==> config.mk <==
export PLATFORM = sky130hd
export DESIGN_NAME = kpst_ram
export DESIGN_NICKNAME = d
export VERILOG_FILES = /design/src/rtl/kpst_ram.sv
export SDC_FILE = /design/constraint.sdc
export NUM_CORES = 2
export LEC_CHECK = 0
export BUFFER_PORTS_ARGS = -buffer_cell sky130_fd_sc_hd__buf_4
export CAP_MARGIN = 25
export CORE_UTILIZATION = 57
export CTS_CLUSTER_SIZE = 25
export DETAILED_ROUTE_END_ITERATION = 7
export GPL_ROUTABILITY_DRIVEN = 0
export PLACE_DENSITY = 0.75
export SLEW_MARGIN = 20
export SYNTH_ARGS = -nofsm -noshare
export SYNTH_HDL_FRONTEND = slang
export SYNTH_SLANG_ARGS = --single-unit
==> constraint.sdc <==
create_clock -name clk_i -period 2 [get_ports clk_i]
set_input_delay 0.2 -clock clk_i [delete_from_list [all_inputs] [get_ports clk_i]]
set_output_delay 0.2 -clock clk_i [all_outputs]
set_load 0.02 [all_outputs]
==> src/rtl/kpst_ram.sv <==
// Generic single-clock RAM with one write port and one registered read port.
`timescale 1ns / 1ps

module kpst_ram #(
  parameter int unsigned WIDTH = 8,
  parameter int unsigned DEPTH = 256
) (
  input  logic                     clk_i,
  input  logic                     we_i,
  input  logic [$clog2(DEPTH)-1:0] waddr_i,
  input  logic [WIDTH-1:0]         wdata_i,
  input  logic [$clog2(DEPTH)-1:0] raddr_i,
  output logic [WIDTH-1:0]         rdata_o
);

  logic [WIDTH-1:0] mem_q [DEPTH];
  logic [WIDTH-1:0] rdata_q;

  // Write and read; a read of the address being written returns the old word.
  always_ff @(posedge clk_i) begin
    if (we_i) begin
      mem_q[waddr_i] <= wdata_i;
    end
    rdata_q <= mem_q[raddr_i];
  end

  assign rdata_o = rdata_q;

endmodule

Word level (Yosys, flattened, before mapping) --
Memories as Yosys holds them, arrays and structs flattened. A register that Yosys moved wholly into a read port is not among the register bits. Cells that the tools add are included.
Operators by class: multiplexer cells 2
Operator list (count):
- $mux W1 | 2
Word-level totals: register bits 0, bits in writable memories 2048, input port bits 26, output and inout bits 8, logic and storage cells 3, memories 1
Memories:
- mem_q | depth 256, bits a word 8, read ports 1, clocked after memory_dff 1, wr ports 1, RTL line 16 | logic [WIDTH-1:0] mem_q [DEPTH];

Logic depth before layout (Yosys ltp) --
word-level depth 2, mapped depth 11, gate-level depth less buffers 6

Worst setup path before layout --
Ideal clock, no wire load.
path kind input-to-reg, start in raddr_i[0], end reg rdata_q[2] (netlist: rdata_o[2]) (read register of mem_q), setup time 131 ps, arrival time 2007 ps, slack -138 ps, stages on the path 9, buffers on the path 4, path through buf_6 > buf_12 > buf_8 > buf_2 > mux4_2 > a22oi_1 > a21oi_1 > nor4_1 > nor4_2
RTL lines:
- start, declared | RTL line 12 | input logic [$clog2(DEPTH)-1:0] raddr_i,
- end, declared | RTL line 17 | logic [WIDTH-1:0] rdata_q;

==> impl_metrics.json <==
{
  "status": "finished with violations",
  "violations": "setup timing",
  "async_flop_share_pct": 0,
  "drive_above_1_share_pct": 33.2,
  "hold_violations": 0,
  "nNetsFinal": 4484,
  "dr.first_iter.drc_count": 5813,
  "syn_area_um2": 79600,
  "synthCells": 3733,
  "vias_per_cell": 6.51,
  "switchingPower_uw": 18700,
  "cts_setup_buffers": 0,
  "hold_class": "in2reg",
  "layout_commonest_cell": "edfxtp_1",
  "dp_cells": 6120,
  "power_frac_seq_pct": 54.3,
  "utilization_pct": 67.9,
  "clk_latency_ps": 850,
  "clkSlewWorstSetupHoldPaths_ps": 60,
  "relSlewSlack_pct": 36.8,
  "p_clk_share_pct": 39.8,
  "htreeDepth": 4,
  "fp.dieH_um": 376,
  "grt_max_degree": 103,
  "cts_sinks": 2056,
  "cts_tree": "done",
  "leakage_uw": 0.0305,
  "grtUsageTotal_pct": 28.7,
  "finalWirelength_um": 200000,
  "p_total_uw": 87700,
  "crit_path_frequent_cell": "mux4_2",
  "synth_nets": 3759,
  "synth-seq-cells": 2056,
  "grt_pass1_vias": 42900,
  "cp_cell_sequence": "mux4_2 -> mux4_2 -> nor2b_4 -> nor4_4 -> buf_4 -> nor4_2",
  "yosys_warnings": 0,
  "crit_slowest_cell": "mux4_2",
  "cp.arrival_ps": 3160,
  "switching_share_pct": 21.3,
  "synthDistinctLibCells": 55,
  "design.die.area_um2": 141000,
  "start_util_pct": 57.6,
  "pwr_density_cell_nw_per_um2": 935,
  "vias": 42200,
  "grt_pass1_wl_um": 290000,
  "endpoint_kind": "register",
  "grt_antenna_before_repair": 7,
  "path_max_fanout": 1,
  "worst_pin_slew_ps": 944,
  "p_int_uw": 69000,
  "fmax_mhz": 403,
  "synth_edf_count": 2048,
  "routedWlPerCell_um": 30.8,
  "critPathLaunch": "mem_q[64][2]",
  "criticalPathCategory": "reg2reg",
  "cts-buffers-inserted": 195,
  "cts-root-buf": "clkbuf_16",
  "core_area_um2": 138000,
  "ios": 34,
  "peakVddDrop_uv": 916,
  "period_needed_ps": 2480,
  "place_area_um2": 87400,
  "clk_path_buf_depth": 3,
  "ant_nets": 0,
  "syn_avg_cell_area_um2": 21.3,
  "drv_slew": 0,
  "ys.flop_type": "edfxtp_1",
  "fin_ws_ps": -483,
  "drt-pass1-iter-count": 6,
  "min_from": "wdata_i[6]",
  "cp-start-kind": "register",
  "finalSetupViolCount": 8,
  "dp_hpwl_um": 129000,
  "post-route-period-util_pct": 124,
  "post-route-drc-count": 0,
  "r2r_start": "mem_q[64][2]",
  "combPwrFrac_pct": 5.9,
  "cp.required_ps": 2680,
  "grt-ovfl-total": 0,
  "io_buffers": 33,
  "cap_violations": 0,
  "most-common-layout-cells": "2048 x edfxtp_1, 649 x buf_4, 454 x mux4_2, 277 x nor2_1, 200 x clkbuf_16",
  "seq_area_frac_synth_pct": 77.5,
  "areaGrowthSynthToFinish_pct": 17.8,
  "stdcell_count": 6484,
  "rsz0062_at_grt": "true",
  "fin_skew_ps": 33.8,
  "critical-path-max-stage-delay_ps": 560,
  "design_area_um2": 93700,
  "fp-row-count": 136,
  "dieWidth_um": 376
}
cell usage after synthesis, types with 24 or more instances:
library cell / instances / area (um2)
o221ai_1: 46 / 403
nor2b_1: 31 / 194
edfxtp_1: 2048 / 61500
buf_4: 27 / 203
buf_2: 31 / 155
a22oi_1: 133 / 998
nor4_1: 24 / 150
nor2_1: 282 / 1060
mux2i_1: 134 / 1340
o22ai_1: 28 / 175
a21oi_1: 96 / 480
nand2_1: 33 / 124
nand3_1: 34 / 170
mux4_2: 454 / 10200
clkbuf_1: 111 / 417
cell type report:
| type | count | area [um2] |
|---|---|---|
| Sequential cell | 2056 | 61700 |
| Fill cell | 8176 | 44300 |
| Multi-Input combinational cell | 1442 | 16800 |
| Timing Repair Buffer | 761 | 6980 |
| Clock buffer | 247 | 5180 |
| Tap cell | 1863 | 2330 |
| Clock inverter | 110 | 801 |
| Inverter | 2 | 7.51 |
| Antenna cell | 3 | 7.51 |
path summary, 6_finish.rpt:
kind	to	slack, ps	depth (start not counted)
worst max-delay path	rdata_o[2]	-480	6
worst min register to register	rdata_o[3]	950	6
worst min-delay path	mem_q[154][6]	60	1
worst max register to register	rdata_o[2]	-480	6
critical path, delay by kind of cell, from the launching register on:
kind | cells | cell delay [ps]
buffers and inverters | 1 | 220
DFF | 1 | 380
muxes | 2 | 1080
and+or+nand+nor | 3 | 650
stage by stage:
stage | setup TNS, ps | hold slack [ps] | setup slack [ps]
after CTS | -2060 | 20.9 | -423
after floorplan | -3330 | 299 | -18.8
final | -1830 | 64.2 | -483
after global routing | -2240 | 64.8 | -488
after detailed placement | -14200 | 516 | -1390
after global placement | -12810 | 512 | -1310
flip-flops by register name, indices dropped and copies added, names as in the netlist:
register  flops
mem_q      2048
rdata_o       8
cells by family after synthesis:
family	count (synthesis)	synth area share (%)
compound gates	385	3.42
simple gates	466	2.63
mux	591	14.6
flops	2056	77.5
buf+inv	235	1.83
power by group through the flow:
stage	combinational, uW	clock (uW)	sequential, uW
after detailed placement	5040	0	48500
after floorplan	2380	0	48500
final	5200	34900	47600
after global placement	4930	0	48500
after global routing	5400	36800	47600
after CTS	5130	35200	47600
repair_timing:
action	4_1_cts	5_1_grt
resized for setup	28	18
endpoints found under the setup margin	8	8
hold endpoints to repair	403	0
hold buffers	7	0
pin swaps	13	9
metal layers:
layer  vias up  wire [um]  global-route usage [%]
met2      2665      97500                    46.1
met5         -         36                       0
met3       451      22000                    6.46
met4         6       7530                    11.1
li1      17200          -                       -
met1     21900      72700                    38.8
Power figures use the tool's default switching activity.
