### config.mk
export PLATFORM = sky130hd
export DESIGN_NAME = kpst_slot_update
export DESIGN_NICKNAME = d
export VERILOG_FILES = /design/src/rtl/kpst_pkg.sv /design/src/rtl/kpst_slot_update.sv
export SDC_FILE = /design/constraint.sdc
export NUM_CORES = 1
export LEC_CHECK = 0
export ABC_AREA = 1
export BUFFER_PORTS_ARGS = -buffer_cell sky130_fd_sc_hd__buf_2
export CORE_MARGIN = 5
export CORE_UTILIZATION = 55
export DETAILED_ROUTE_END_ITERATION = 8
export PLACE_DENSITY = 0.83
export SYNTH_ARGS = -nofsm -noshare
export SYNTH_HDL_FRONTEND = slang
export SYNTH_SLANG_ARGS = --single-unit
### constraint.sdc
create_clock -name vclk -period 3.6
set_input_delay 0.18 -clock vclk [all_inputs]
set_output_delay 0.18 -clock vclk [all_outputs]
set_load 0.01 [all_outputs]
### src/rtl/kpst_pkg.sv
// Shared types, codes and default sizes for the key press state tracker.
`timescale 1ns / 1ps

package kpst_pkg;

  // Default sizes for the top-level parameters.
  localparam int unsigned KEY_SLOTS_DEF  = 1024;
  localparam int unsigned TIME_BITS_DEF  = 32;
  localparam int unsigned COUNT_BITS_DEF = 16;

  // Fixed port widths.
  localparam int unsigned INDEX_W  = 10;
  localparam int unsigned NOW_W    = 32;
  localparam int unsigned WINDOW_W = 16;
  localparam int unsigned PRESS_W  = 16;

  // Request operation codes.
  localparam logic OP_SCAN  = 1'b0;
  localparam logic OP_CLEAR = 1'b1;

  // Index bank codes taken from key index bits 9:8.
  localparam logic [1:0] BANK_KEYBOARD = 2'd0;
  localparam logic [1:0] BANK_JOYPAD   = 2'd1;

  // Device codes on the leading device output.
  localparam logic [1:0] DEV_KEYBOARD = 2'd0;
  localparam logic [1:0] DEV_JOYPAD   = 2'd1;
  localparam logic [1:0] DEV_MIDI     = 2'd2;

  // Per-slot state.
  typedef enum logic [1:0] {
    SLOT_IDLE     = 2'd0,
    SLOT_NEW      = 2'd1,
    SLOT_HELD     = 2'd2,
    SLOT_RELEASED = 2'd3
  } slot_state_e;

  // Control from the slot stage to the press counters.
  typedef struct packed {
    logic       clear;
    logic       incr;
    logic [1:0] bank;
  } cnt_ctrl_t;

endpackage

### src/rtl/kpst_slot_update.sv
// Next-state logic for one key slot, including the release window check.
`timescale 1ns / 1ps

module kpst_slot_update #(
  parameter int unsigned TIME_BITS = kpst_pkg::TIME_BITS_DEF
) (
  input  kpst_pkg::slot_state_e             cur_state_i,
  input  logic [TIME_BITS-1:0]              cur_stamp_i,
  input  logic [TIME_BITS-1:0]              now_i,
  input  logic [kpst_pkg::WINDOW_W-1:0]     window_i,
  input  logic                              down_i,
  output kpst_pkg::slot_state_e             nxt_state_o,
  output logic                              new_press_o
);
  import kpst_pkg::*;

  logic [TIME_BITS-1:0] since;
  logic                 in_window;

  // Wrapped time since the last new press.
  assign since     = now_i - cur_stamp_i;
  assign in_window = (since <= TIME_BITS'(window_i));

  // Slot transitions.
  always_comb begin
    nxt_state_o = SLOT_IDLE;
    new_press_o = 1'b0;
    unique case (cur_state_i)
      SLOT_IDLE: begin
        if (down_i) begin
          nxt_state_o = SLOT_NEW;
          new_press_o = 1'b1;
        end
      end
      SLOT_NEW, SLOT_HELD: begin
        if (down_i) begin
          nxt_state_o = SLOT_HELD;
        end else begin
          nxt_state_o = in_window ? SLOT_HELD : SLOT_RELEASED;
        end
      end
      SLOT_RELEASED: begin
        nxt_state_o = down_i ? SLOT_HELD : SLOT_IDLE;
      end
      default: begin
        nxt_state_o = SLOT_IDLE;
      end
    endcase
  end

endmodule

* After elaboration in Yosys (flattened, before gate mapping) *
Cells that the tools add are included.
W data, S select, Z words.

cells by class
  $add $sub $neg = 1
  order comparisons = 1
  equality and inequality tests = 3
  muxes and demuxes = 7
  reduce and logical (&&, ||, !) cells = 2

operator list
  cell                  number
  $le A32 B16 Y1        1
  $sub A32 B32 Y32      1
  $pmux W2 S3           1
  $mux W1               5
  $eq A2 B2 Y1 const B  2
  $eq A2 B1 Y1 const B  1
  $logic_not A2 Y1      1
  $mux W2               1
  $reduce_or A2 Y1      1

word-level totals
  register bits after elaboration = 0
  input bits = 83
  word-level logic and storage cells = 14

* Logic depth before layout (Yosys ltp) *
  depth after elaboration = 5
  depth in mapped cells = 24
  gate-level depth less buffers = 24

* Worst setup path after synthesis *
OpenSTA, ideal clock, no wires.

  path type = input port to output port
  start = input port now_i[0]
  end = output port nxt_state_o[0]
  data arrival time = 2457 ps
  required time = 3420 ps
  path slack = 963 ps
  cell stages on the path = 23
  path buffers = 0
  path through = inv_1 ha_1 fa_1 inv_1 nand2_1 nand2_1 nand3_1 nand2_2 nand2_2 nand2_2 xor2_1 ha_1 nand2_1 nor3_1 nand3_1 nand2_1 nand2_1 nor2_1 nand3_1 nor2_1 nand2_1 nand2_1 nand2_1

on the way
  longest elaborated chain between the ends = 5

ends and longest elaborated chain
  item              line                    RTL
  from (decl)       kpst_slot_update.sv:9   input logic [TIME_BITS-1:0] now_i,
  $sub A32 B32 Y32  kpst_slot_update.sv:21  assign since = now_i - cur_stamp_i;
  $le A32 B16 Y1    kpst_slot_update.sv:22  assign in_window = (since <= TIME_BITS'(window_i));
  $mux W1           kpst_slot_update.sv:39  nxt_state_o = in_window ? SLOT_HELD : SLOT_RELEASED;
  $mux W1           kpst_slot_update.sv:36  if (down_i) begin
  $pmux W2 S3       kpst_slot_update.sv:28  unique case (cur_state_i)
  to (decl)         kpst_slot_update.sv:12  output kpst_pkg::slot_state_e nxt_state_o,

No other way between the ends.

* Final worst setup path *
  start = input port cur_stamp_i[0]
  end = output port nxt_state_o[0]

on the way
  longest elaborated chain between the ends = 5

ends and longest elaborated chain
  item              line                    RTL
  from (decl)       kpst_slot_update.sv:8   input logic [TIME_BITS-1:0] cur_stamp_i,
  $sub A32 B32 Y32  kpst_slot_update.sv:21
  $le A32 B16 Y1    kpst_slot_update.sv:22
  $mux W1           kpst_slot_update.sv:39
  $mux W1           kpst_slot_update.sv:36
  $pmux W2 S3       kpst_slot_update.sv:28

No other way between the ends.

==> flow_summary.json <==
{
  "synth_compound_area_frac": 0.0447,
  "grt_pass1_wl_um": 16400,
  "dp_cells": 813,
  "diodes": 0,
  "routedWlPerCell_um": 12.0,
  "holdPathStages": 4,
  "gp_congestion": 0.971,
  "area_delta_synth_final_pct": 16.2,
  "clock_buffers": 0,
  "vias": 3962,
  "synth_cell_types": 28,
  "cp_data_required_time_ps": 3420,
  "crit_type": "input port to output port",
  "syn_nets": 789,
  "crit_path_frequent_cell": "nand2_1",
  "cts_resized": 0,
  "start_kind": "input port",
  "drv_slew": 0,
  "nNetsFinal": 877,
  "grt_pass1_vias": 3689,
  "core_area_mm2": 0.00561,
  "synthMuxAreaShare": 0,
  "end_kind": "output port",
  "synth_top_family_by_area": "simple AND/OR/NAND/NOR gates",
  "dieArea_mm2": 0.00748,
  "pwr_density_cell_mw_per_mm2": 162,
  "drv_cap": 0,
  "syn_area_mm2": 0.00322,
  "finalSetupViolCount": 0,
  "drc": 0,
  "synth_cells": 655,
  "critPathTopFamily": "simple AND/OR/NAND/NOR gates",
  "cp_num_cells": 24,
  "synth_most_common_cell": "nand2_1",
  "hold_end": "new_press_o",
  "tns_ps": 0,
  "vias_per_cell": 4.87,
  "hold_path.class": "input port to output port",
  "n_fill_cell": 593,
  "yosys-top-cells-count": "nand2_1 (255), inv_1 (173), ha_1 (50), nor2_1 (50), nand3_1 (27)",
  "port_buffers": 86,
  "stdcell_count": 813,
  "crit_chain": "buf_2, ha_1, fa_1, inv_1, nand2_1, nand2_1, nand3_1, nand2_2, nand2_2, nand2_2, xor2_1, ha_1, nand2_1, nor3_1, nand3_1, nand2_1, nand2_1, nor2_1, nand3_1, nor2_1, nand2_1, nand2_1, nand2_1, buf_2",
  "max-vdd-ir-drop_mv": 0.0969,
  "synth-simple-area-share": 0.503,
  "ys_warn_count": 0,
  "fin_crit_sh": 0.887,
  "fin_crit_ps": 3190,
  "wl_um": 9740,
  "fmax_mhz": 313,
  "min_from": "down_i",
  "hold_viol": 0,
  "yosysTopAreaCellShare": 0.297,
  "drt-initial-drc-count": 279,
  "ant_nets": 0,
  "pin_count": 86,
  "crit_buf_inv": 3,
  "fp-row-count": 27,
  "tightest_slew_ps": 364,
  "grtUsageTotal": 0.265,
  "yosysTopAreaCell": "nand2_1",
  "drive_gt1_frac": 0.170,
  "design.seq.count": 0,
  "worstPathArrival_ps": 3010,
  "synth_area_per_cell_um2": 4.91,
  "status": "completed",
  "max_slew_margin": 0.755,
  "leakagePower_uw": 0.00267,
  "synth-xor-area-share": 0.0408,
  "initial_core_util": 0.574,
  "yosysSeqAreaShare": 0,
  "cts_hold_buf": 0,
  "firstDrtPassIters": 5,
  "overflow": 0,
  "grt_setup_unrepaired": "no",
  "yosys.area_share.adder": 0.201,
  "regArea_um2": 0,
  "die_h_um": 86.5,
  "slowest_delay_ps": 400,
  "antenna_found_initial": 0,
  "grt_max_degree": 7,
  "hpwl_um": 8910,
  "post-cts-setup-buffers": 0,
  "crit_slowest_cell": "fa_1",
  "cp_max_fo": 4,
  "synth_area_leaders": "nand2_1 (30%), inv_1 (20%), ha_1 (19%)",
  "fp.dieW_um": 86.5
}
-- routing by layer --
| layer | part of all wire | global-route usage | vias up |
|---|---|---|---|
| li1 | - | - | 2100 |
| met1 | 0.48 | 0.395 | 1695 |
| met2 | 0.42 | 0.418 | 153 |
| met3 | 0.081 | 0.0228 | 14 |
| met4 | 0.018 | 0.0397 | 0 |
| met5 | 0 | 0 | - |
-- cell families (layout without fill, tap and decap cells) --
kind of cell / count (synthesis) / after routing
AOI/OAI and AO/OA: 27 / 27
and+or+nand+nor: 381 / 381
xor gates and xnor gates: 15 / 15
buffers and inverters: 181 / 267
adders and majority gates: 51 / 51
-- power by group --
group / total (uW) / leakage (uW) / switching, uW / internal (uW)
Clock: 0 / 0 / 0 / 0
Combinational: 607 / 0.00267 / 376 / 231
Sequential: 0 / 0 / 0 / 0
Total: 607 / 0.00267 / 376 / 231
-- layout by cell type (no fill, tap or decap), drive strengths merged --
cell    netlist  routed
nand3b        4       4
nand4         7       7
a21o          1       1
or2           1       1
o21bai        1       1
inv         180     180
ha           50      50
buf           0      86
o21ai         3       3
nor3          4       4
xnor2         1       1
nand2       273     273
and2          4       4
xor2         14      14
nor2         58      58
fa            1       1
clkinv        1       1
a21oi        22      22
nand3        30      30
-- final cells by class --
cell class	count	area, um^2	area share
inverters	181	679	0.182
repair buffers	86	430	0.115
multi-input cells	474	2540	0.679
well taps	72	90.1	0.0241
-- worst max path at each step --
stage                   start        endpoint  slack, ps
6_report       cur_stamp_i[0]  nxt_state_o[0]        410
5_1_grt        cur_stamp_i[0]  nxt_state_o[0]        140
3_3_place_gp   cur_stamp_i[0]  nxt_state_o[0]        530
2_1_floorplan        now_i[0]  nxt_state_o[0]        960
4_1_cts        cur_stamp_i[0]  nxt_state_o[0]        430
3_5_place_dp   cur_stamp_i[0]  nxt_state_o[0]        430
-- per-stage QoR --
| step | hold slack [ps] | power, uW | setup WS [ps] | area (um^2) | utilization |
|---|---|---|---|---|---|
| after floorplan | 449 | 428 | 963 | 3220 | - |
| after global placement | 680 | 581 | 533 | 3740 | 0.667 |
| after detailed placement | 691 | 596 | 435 | 3740 | 0.667 |
| after CTS | 694 | 599 | 425 | 3740 | 0.667 |
| after global routing | 736 | 695 | 139 | 3740 | 0.667 |
| final | 692 | 607 | 407 | 3740 | 0.667 |
(Power assumes the default switching activity.)
