<file path="src/rtl/kpst_pkg.sv">
// Shared types, codes and default sizes for the key press state tracker.
`timescale 1ns / 1ps

package kpst_pkg;

  // Default sizes for the top-level parameters.
  localparam int unsigned KEY_SLOTS_DEF  = 1024;
  localparam int unsigned TIME_BITS_DEF  = 32;
  localparam int unsigned COUNT_BITS_DEF = 16;

  // Fixed port widths.
  localparam int unsigned INDEX_W  = 10;
  localparam int unsigned NOW_W    = 32;
  localparam int unsigned WINDOW_W = 16;
  localparam int unsigned PRESS_W  = 16;

  // Request operation codes.
  localparam logic OP_SCAN  = 1'b0;
  localparam logic OP_CLEAR = 1'b1;

  // Index bank codes taken from key index bits 9:8.
  localparam logic [1:0] BANK_KEYBOARD = 2'd0;
  localparam logic [1:0] BANK_JOYPAD   = 2'd1;

  // Device codes on the leading device output.
  localparam logic [1:0] DEV_KEYBOARD = 2'd0;
  localparam logic [1:0] DEV_JOYPAD   = 2'd1;
  localparam logic [1:0] DEV_MIDI     = 2'd2;

  // Per-slot state.
  typedef enum logic [1:0] {
    SLOT_IDLE     = 2'd0,
    SLOT_NEW      = 2'd1,
    SLOT_HELD     = 2'd2,
    SLOT_RELEASED = 2'd3
  } slot_state_e;

  // Control from the slot stage to the press counters.
  typedef struct packed {
    logic       clear;
    logic       incr;
    logic [1:0] bank;
  } cnt_ctrl_t;

endpackage

</file>
<file path="src/rtl/kpst_counters.sv">
// Per-device press counters and the leading device selection.
`timescale 1ns / 1ps

module kpst_counters #(
  parameter int unsigned COUNT_BITS = kpst_pkg::COUNT_BITS_DEF
) (
  input  logic                  clk_i,
  input  logic                  rst_ni,
  input  kpst_pkg::cnt_ctrl_t   ctrl_i,
  output logic [COUNT_BITS-1:0] keyboard_o,
  output logic [COUNT_BITS-1:0] joypad_o,
  output logic [COUNT_BITS-1:0] midi_o,
  output logic [1:0]            leader_o
);
  import kpst_pkg::*;

  logic [COUNT_BITS-1:0] kb_q, kb_d;
  logic [COUNT_BITS-1:0] jp_q, jp_d;
  logic [COUNT_BITS-1:0] midi_q, midi_d;

  // Clear wins; otherwise a new press bumps its bank's counter, any bank past joypad counting as midi.
  always_comb begin
    kb_d   = kb_q;
    jp_d   = jp_q;
    midi_d = midi_q;
    priority if (ctrl_i.clear) begin
      kb_d   = '0;
      jp_d   = '0;
      midi_d = '0;
    end else if (ctrl_i.incr) begin
      priority if (ctrl_i.bank == BANK_KEYBOARD) begin
        kb_d = kb_q + COUNT_BITS'(1);
      end else if (ctrl_i.bank == BANK_JOYPAD) begin
        jp_d = jp_q + COUNT_BITS'(1);
      end else begin
        midi_d = midi_q + COUNT_BITS'(1);
      end
    end
  end

  always_ff @(posedge clk_i or negedge rst_ni) begin
    if (!rst_ni) begin
      kb_q   <= '0;
      jp_q   <= '0;
      midi_q <= '0;
    end else begin
      kb_q   <= kb_d;
      jp_q   <= jp_d;
      midi_q <= midi_d;
    end
  end

  // Largest counter leads; ties go to keyboard, then joypad.
  always_comb begin
    priority if (kb_q >= jp_q && kb_q >= midi_q) begin
      leader_o = DEV_KEYBOARD;
    end else if (jp_q >= midi_q) begin
      leader_o = DEV_JOYPAD;
    end else begin
      leader_o = DEV_MIDI;
    end
  end

  assign keyboard_o = kb_q;
  assign joypad_o   = jp_q;
  assign midi_o     = midi_q;

endmodule
</file>
<file path="config.mk">
export PLATFORM = sky130hd
export DESIGN_NAME = kpst_counters
export DESIGN_NICKNAME = d
export VERILOG_FILES = /design/src/rtl/kpst_pkg.sv /design/src/rtl/kpst_counters.sv
export SDC_FILE = /design/constraint.sdc
export NUM_CORES = 1
export LEC_CHECK = 0
export ABC_AREA = 1
export BUFFER_PORTS_ARGS = -buffer_cell sky130_fd_sc_hd__buf_2
export CORE_ASPECT_RATIO = 0.75
export CORE_MARGIN = 3
export CORE_UTILIZATION = 55
export CTS_CLUSTER_SIZE = 16
export DETAILED_ROUTE_END_ITERATION = 6
export PLACE_DENSITY = 0.74
export SLEW_MARGIN = 20
export SYNTH_ARGS = -nofsm -noshare
export SYNTH_HDL_FRONTEND = slang
export SYNTH_SLANG_ARGS = --single-unit
</file>
<file path="constraint.sdc">
create_clock -name clk_i -period 2.3 [get_ports clk_i]
set_clock_uncertainty 0.1 [all_clocks]
set_input_delay 0.69 -clock clk_i [delete_from_list [all_inputs] [get_ports clk_i]]
set_output_delay 0.69 -clock clk_i [all_outputs]
set_load 0.02 [all_outputs]
</file>
=== Word level (Yosys, flattened, before mapping) ===
Cells that the tools add are included.
W data, S select, Z words.

* $add $sub $neg: 3
* Multipliers: 0
* Divide/modulo/power cells: 0
* $lt $le $gt $ge: 3
* Equal/unequal tests: 3
* Shift-type cells: 0
* Mux-type cells: 13
* Bitwise operators: 0
* Reductions and logical operators: 8

{| class="wikitable"
|+ Operators with widths
! kind !! count
|-
| $mux W16 || 11
|-
| $add A16 B1 Y16 const B || 3
|-
| $ge A16 B16 Y1 || 3
|-
| $reduce_and A3 Y1 || 2
|-
| $reduce_bool A2 Y1 || 3
|-
| $mux W2 || 2
|-
| $ne A2 B2 Y1 const B || 2
|-
| $eq A2 B1 Y1 const B || 1
|-
| $logic_not A2 Y1 || 1
|-
| $reduce_and A2 Y1 || 1
|-
| $logic_and A1 B1 Y1 || 1
|}

* Flip-flop bits (word level): 48
* Latch bits: 0
* Bits in writable memories: 0
* ROM bits: 0
* Input bits: 6
* Output and inout port bits: 50
* Word-level logic and storage cells: 33
* Memories: 0

=== Depth between registers and ports, before layout ===
* Word-level depth: 5
* Depth in mapped cells: 14
* Depth with buffers taken out: 14

=== Least setup slack after synthesis ===
No wires, ideal clock.

* Path kind: reg2out
* Start: register jp_q[9], in the netlist joypad_o[9]
* End: output port leader_o[1]
* Data arrival time: 1.675 ns
* Required time: 1.510 ns
* Setup slack: -0.165 ns
* Stages on the path, launching flop included: 10
* Path buffers: 0
* Cell sequence: dfrtp_1 -> inv_1 -> ha_1 -> nand2_1 -> inv_1 -> o21bai_1 -> a21oi_1 -> nor2_1 -> nand2_1 -> a21oi_1

* Cells in the longest elaborated chain, start to end: 3
* Elaborated cells between the ends (all ways): 5
* Classes of those cells: order compare: 2; mux: 2; reduce/logical: 1

{| class="wikitable"
|+ Ends and longest elaborated chain
! what !! line !! source
|-
| start, declared || kpst_counters.sv:18 || <nowiki>logic [COUNT_BITS-1:0] jp_q, jp_d;</nowiki>
|-
| start signal, assigned || kpst_counters.sv:48 || <nowiki>jp_q <= jp_d;</nowiki>
|-
| $ge A16 B16 Y1 (on tied branches) || kpst_counters.sv:57, kpst_counters.sv:55 ||
|-
| $mux W2 or $logic_and A1 B1 Y1 (tied branches) || kpst_counters.sv:57, kpst_counters.sv:55 ||
|-
| $mux W2 (*) || kpst_counters.sv:55 || <nowiki>priority if (kb_q >= jp_q && kb_q >= midi_q) begin</nowiki>
|-
| end, declared || kpst_counters.sv:13 || <nowiki>output logic [1:0] leader_o</nowiki>
|}

Every way passes the cells marked *; elsewhere a longest branch is shown, timed or not.

=== Worst setup path in the final report ===
* Start: register jp_q[13], in the netlist joypad_o[13]
* End: output port leader_o[0]

Same word-level chain as after synthesis.

==> results.md <==
- Outcome: finished with violations
- Failing checks: setup timing
- Worst endpoint required time: 1510 ps
- Total number of vias: 4178
- Worst min-delay path class: input pin to asynchronous set/reset pin
- Design area: around 5000 µm²
- Number of synthesized flops with an enable pin: 0
- CTS buffer count: 5
- Detailed-route DRC error count: 0
- P_leak: roughly 2.6 nW
- Cells after Synth: ~500
- Syn_area_per_cell: 7.359 µm²
- CTS Buffer Depth: 2
- Share of layout cells above drive strength 1: 0.3203
- TritonCTS clock tree: built
- H-tree depth: 2
- First-pass GRT wire length: around 18 mm
- Worst skew pair latency: ~310 ps
- Largest net degree at the start of global routing: 30
- Startpoint class of the critical path: register
- Seq/Total Area, Yosys: 0.3213
- Worst path slowest cell: dfrtp_1
- Placed Instances: between 700 and 800
- Root buffer cell: clkbuf_8
- Num Clock Sinks: 48
- Post-layout util: 0.7788
- Met3 Use GR: 0.05481
- Crit path depth: 10
- CP peak stage delay: 400 ps
- Layout area overhead: 34.24%
- Vias in the first global route: ~3800
- Dpl cell area: approximately 4600 µm²
- Remaining Overflow, GRT: 0
- Die width: 101.2 µm
- Cells along the critical path: inv_1 > ha_1 > nand4_1 > a21oi_1 > nor2_1 > nand2_2 > nand2_2 > nand2_2 > inv_2 > buf_6
- Max Slew Vio Count: 0
- Post-synth top flop: dfrtp_1
- Nets: between 600 and 700
- Final Worst Setup Slack: -541.5 ps
- Worst Reg-to-Reg Cells: 11
- Peak VDD IR: between 0.3 and 0.4 mV
- PortBufs: 55
- DP Wirelength: ~8.5 mm
- Vias per std cell: about 5.8
- Die area: between 7000 and 8000 µm²
- Worst slew pin tran: approximately 540 ps
- Antenna diodes: 0
- Hold_buf cts: 0
- Fmax: 351.9 MHz
- Mapped Area: ~3700 µm²
- Starting Density: 0.5802
- Met1 Usage GRT: 0.4003
- Critical path class: register to output pin
- RSZ-0062 raised after global routing: yes
- Synthesized flop and latch total: between 40 and 50
- Number of antenna violations at the first check in global routing: 0
- I/O pins: 56
- DR iter-0 viols: 457
- Gr usage total: 0.2892
- Most used cell, CP: nand2_2
- CP top delay family: simple AND/OR/NAND/NOR gates
- Tmin final: around 2800 ps
- Worst-path clk slew: around 100 ps
- Crit Path Max Fanout: 3
- Core Region: around 6400 µm²
- Max Cap Violations: 0
- Routed Wire Length: about 12 mm
- Row Count: 25
- Post-synth cell types: 29
- CP Buf/Inv Count: 3
- Post-synth net total: about 570
- Die height: a little under 80 µm
- Critical Path Sink Type: output pin
- Antenna Nets Post-Route: 0
- Max-slew headroom: 0.6411
- WL per Instance: ~17 µm
- GRT met2 Usage: 0.4700
- Power density cells: ~390 nW/µm²
- Final setup viols: 2
- RePlAce Congestion: roughly 0.95
- Cell Count, Final, Fillers Out: 721
- GR peak layer: met2
- FFs w/ async S/R, synth: 1.000
- Fin crit share: 1.235
- Synth Warn #: 0
- Final Hold Viols: 0
- DRT Pass-1 Iters: 5
- Crit path arrival time: 2050 ps
-- registers in the layout (all words and copies together), names as in the netlist --
name	cells
joypad_o	16
keyboard_o	16
midi_o	16
-- per-layer routing --
layer	vias up	part of all wire
li1	1951	-
met1	1915	0.40
met3	56	0.096
met2	256	0.46
met5	-	0
met4	0	0.037
-- where the power goes --
part / leakage [nW] / total, W / internal, W / switching (W)
clock: 0.0552 / 0.000628 / 0.000324 / 0.000305
sequential: 0.641 / 0.000878 / 0.000860 / 0.0000182
combinational: 1.89 / 0.000475 / 0.000189 / 0.000286
-- per-stage QoR --
stage                     setup TNS [ps]  hold WS (ps)  power (W)  worst slack [ps]
after CTS                         -863.0         258.4   0.001927            -433.1
after global placement            -148.4         446.1   0.001273            -80.13
after detailed placement          -203.5         455.7   0.001280            -114.2
after global routing               -1117         266.5   0.002072            -569.3
final                             -992.6         250.4   0.001981            -541.5
after floorplan                   -30.42         294.4   0.001132            -30.42
-- timing repair --
| item | 4_1_cts | 5_1_grt |
|---|---|---|
| buffers inserted | 4 | 3 |
| gates resized for setup | 15 | 33 |
| endpoints found under the setup margin | 2 | 2 |
| hold endpoints to repair | 0 | 0 |
| pin swaps | 11 | 16 |
-- Yosys cell counts, types with 2 or more instances --
master    instances  area share
a211oi_1          2      0.0040
a21oi_1          46       0.062
buf_6             2      0.0060
clkbuf_1          3      0.0030
dfrtp_1          48        0.32
ha_1             51        0.17
inv_1            80       0.080
nand2_1         101        0.10
nand2_2           3      0.0050
nand3_1          25       0.033
nand4_1          13       0.022
nor2_1           46       0.046
nor2_4            3      0.0090
nor3_1           29       0.039
nor3_2            2      0.0054
o21a_1            7       0.014
o21ai_0          32       0.043
o21bai_1          3      0.0060
xor2_1            2      0.0047
-- kinds of logic after synthesis --
group | count (synthesis) | synth area share
and+or+nand+nor | 227 | 0.2741
AOI/OAI and AO/OA | 91 | 0.1309
buffers and inverters | 89 | 0.09839
adders and majority gates | 51 | 0.1707
DFF | 48 | 0.3213
xor gates and xnor gates | 2 | 0.004686
-- area by class of cell --
type                       count  area [µm²]
fill                         450        1425
multi-input combinational    371        2401
tap                           81       101.3
inverter                      82       317.8
sequential                    48        1220
clock inverter                 2       35.03
clock buffer                   6       72.57
timing repair buffer         131       870.8
-- final timing paths --
| path | startpoint | end | slack, ps |
|---|---|---|---|
| max | joypad_o[13] | leader_o[0] | -540 |
| min | rst_ni | keyboard_o[14] | 250 |
| max reg2reg | joypad_o[1] | joypad_o[10] | 250 |
| min reg2reg | midi_o[3] | midi_o[3] | 470 |
| max in group asynchronous | rst_ni | midi_o[15] | 1280 |
| min in group clk_i | midi_o[3] | midi_o[3] | 470 |
-- placed cells by master (no fill, tap or decap), types with 2 or more instances in the layout --
| cell type | netlist | final |
|---|---|---|
| a21oi_2 | 1 | 4 |
| nand3_1 | 25 | 24 |
| nor3_1 | 29 | 28 |
| o21a_1 | 7 | 7 |
| inv_1 | 80 | 70 |
| buf_6 | 2 | 2 |
| o21ai_0 | 32 | 32 |
| ha_4 | 0 | 14 |
| nand2_1 | 101 | 95 |
| clkbuf_8 | 1 | 5 |
| inv_2 | 1 | 10 |
| a21oi_1 | 46 | 42 |
| nor3_2 | 2 | 3 |
| a211oi_1 | 2 | 2 |
| nor2_1 | 46 | 45 |
| nand2_2 | 3 | 9 |
| xor2_1 | 2 | 2 |
| nor2_4 | 3 | 3 |
| buf_4 | 0 | 75 |
| dfrtp_1 | 48 | 33 |
| nor2_2 | 1 | 2 |
| o21bai_1 | 3 | 3 |
| dfrtp_2 | 0 | 15 |
| buf_2 | 1 | 53 |
| nand4_1 | 13 | 13 |
| ha_1 | 51 | 37 |
-- worst register-to-register path: stages, from the launching register on --
cell,delay [ps]
dfrtp_1,410
buf_4,130
buf_4,110
ha_1,160
nand2_1,80
nor2_1,140
inv_1,100
nor2_4,160
nand3_1,170
o21ai_0,180
nand2_1,90
nor2_1,150
(Power assumes the default switching activity.)
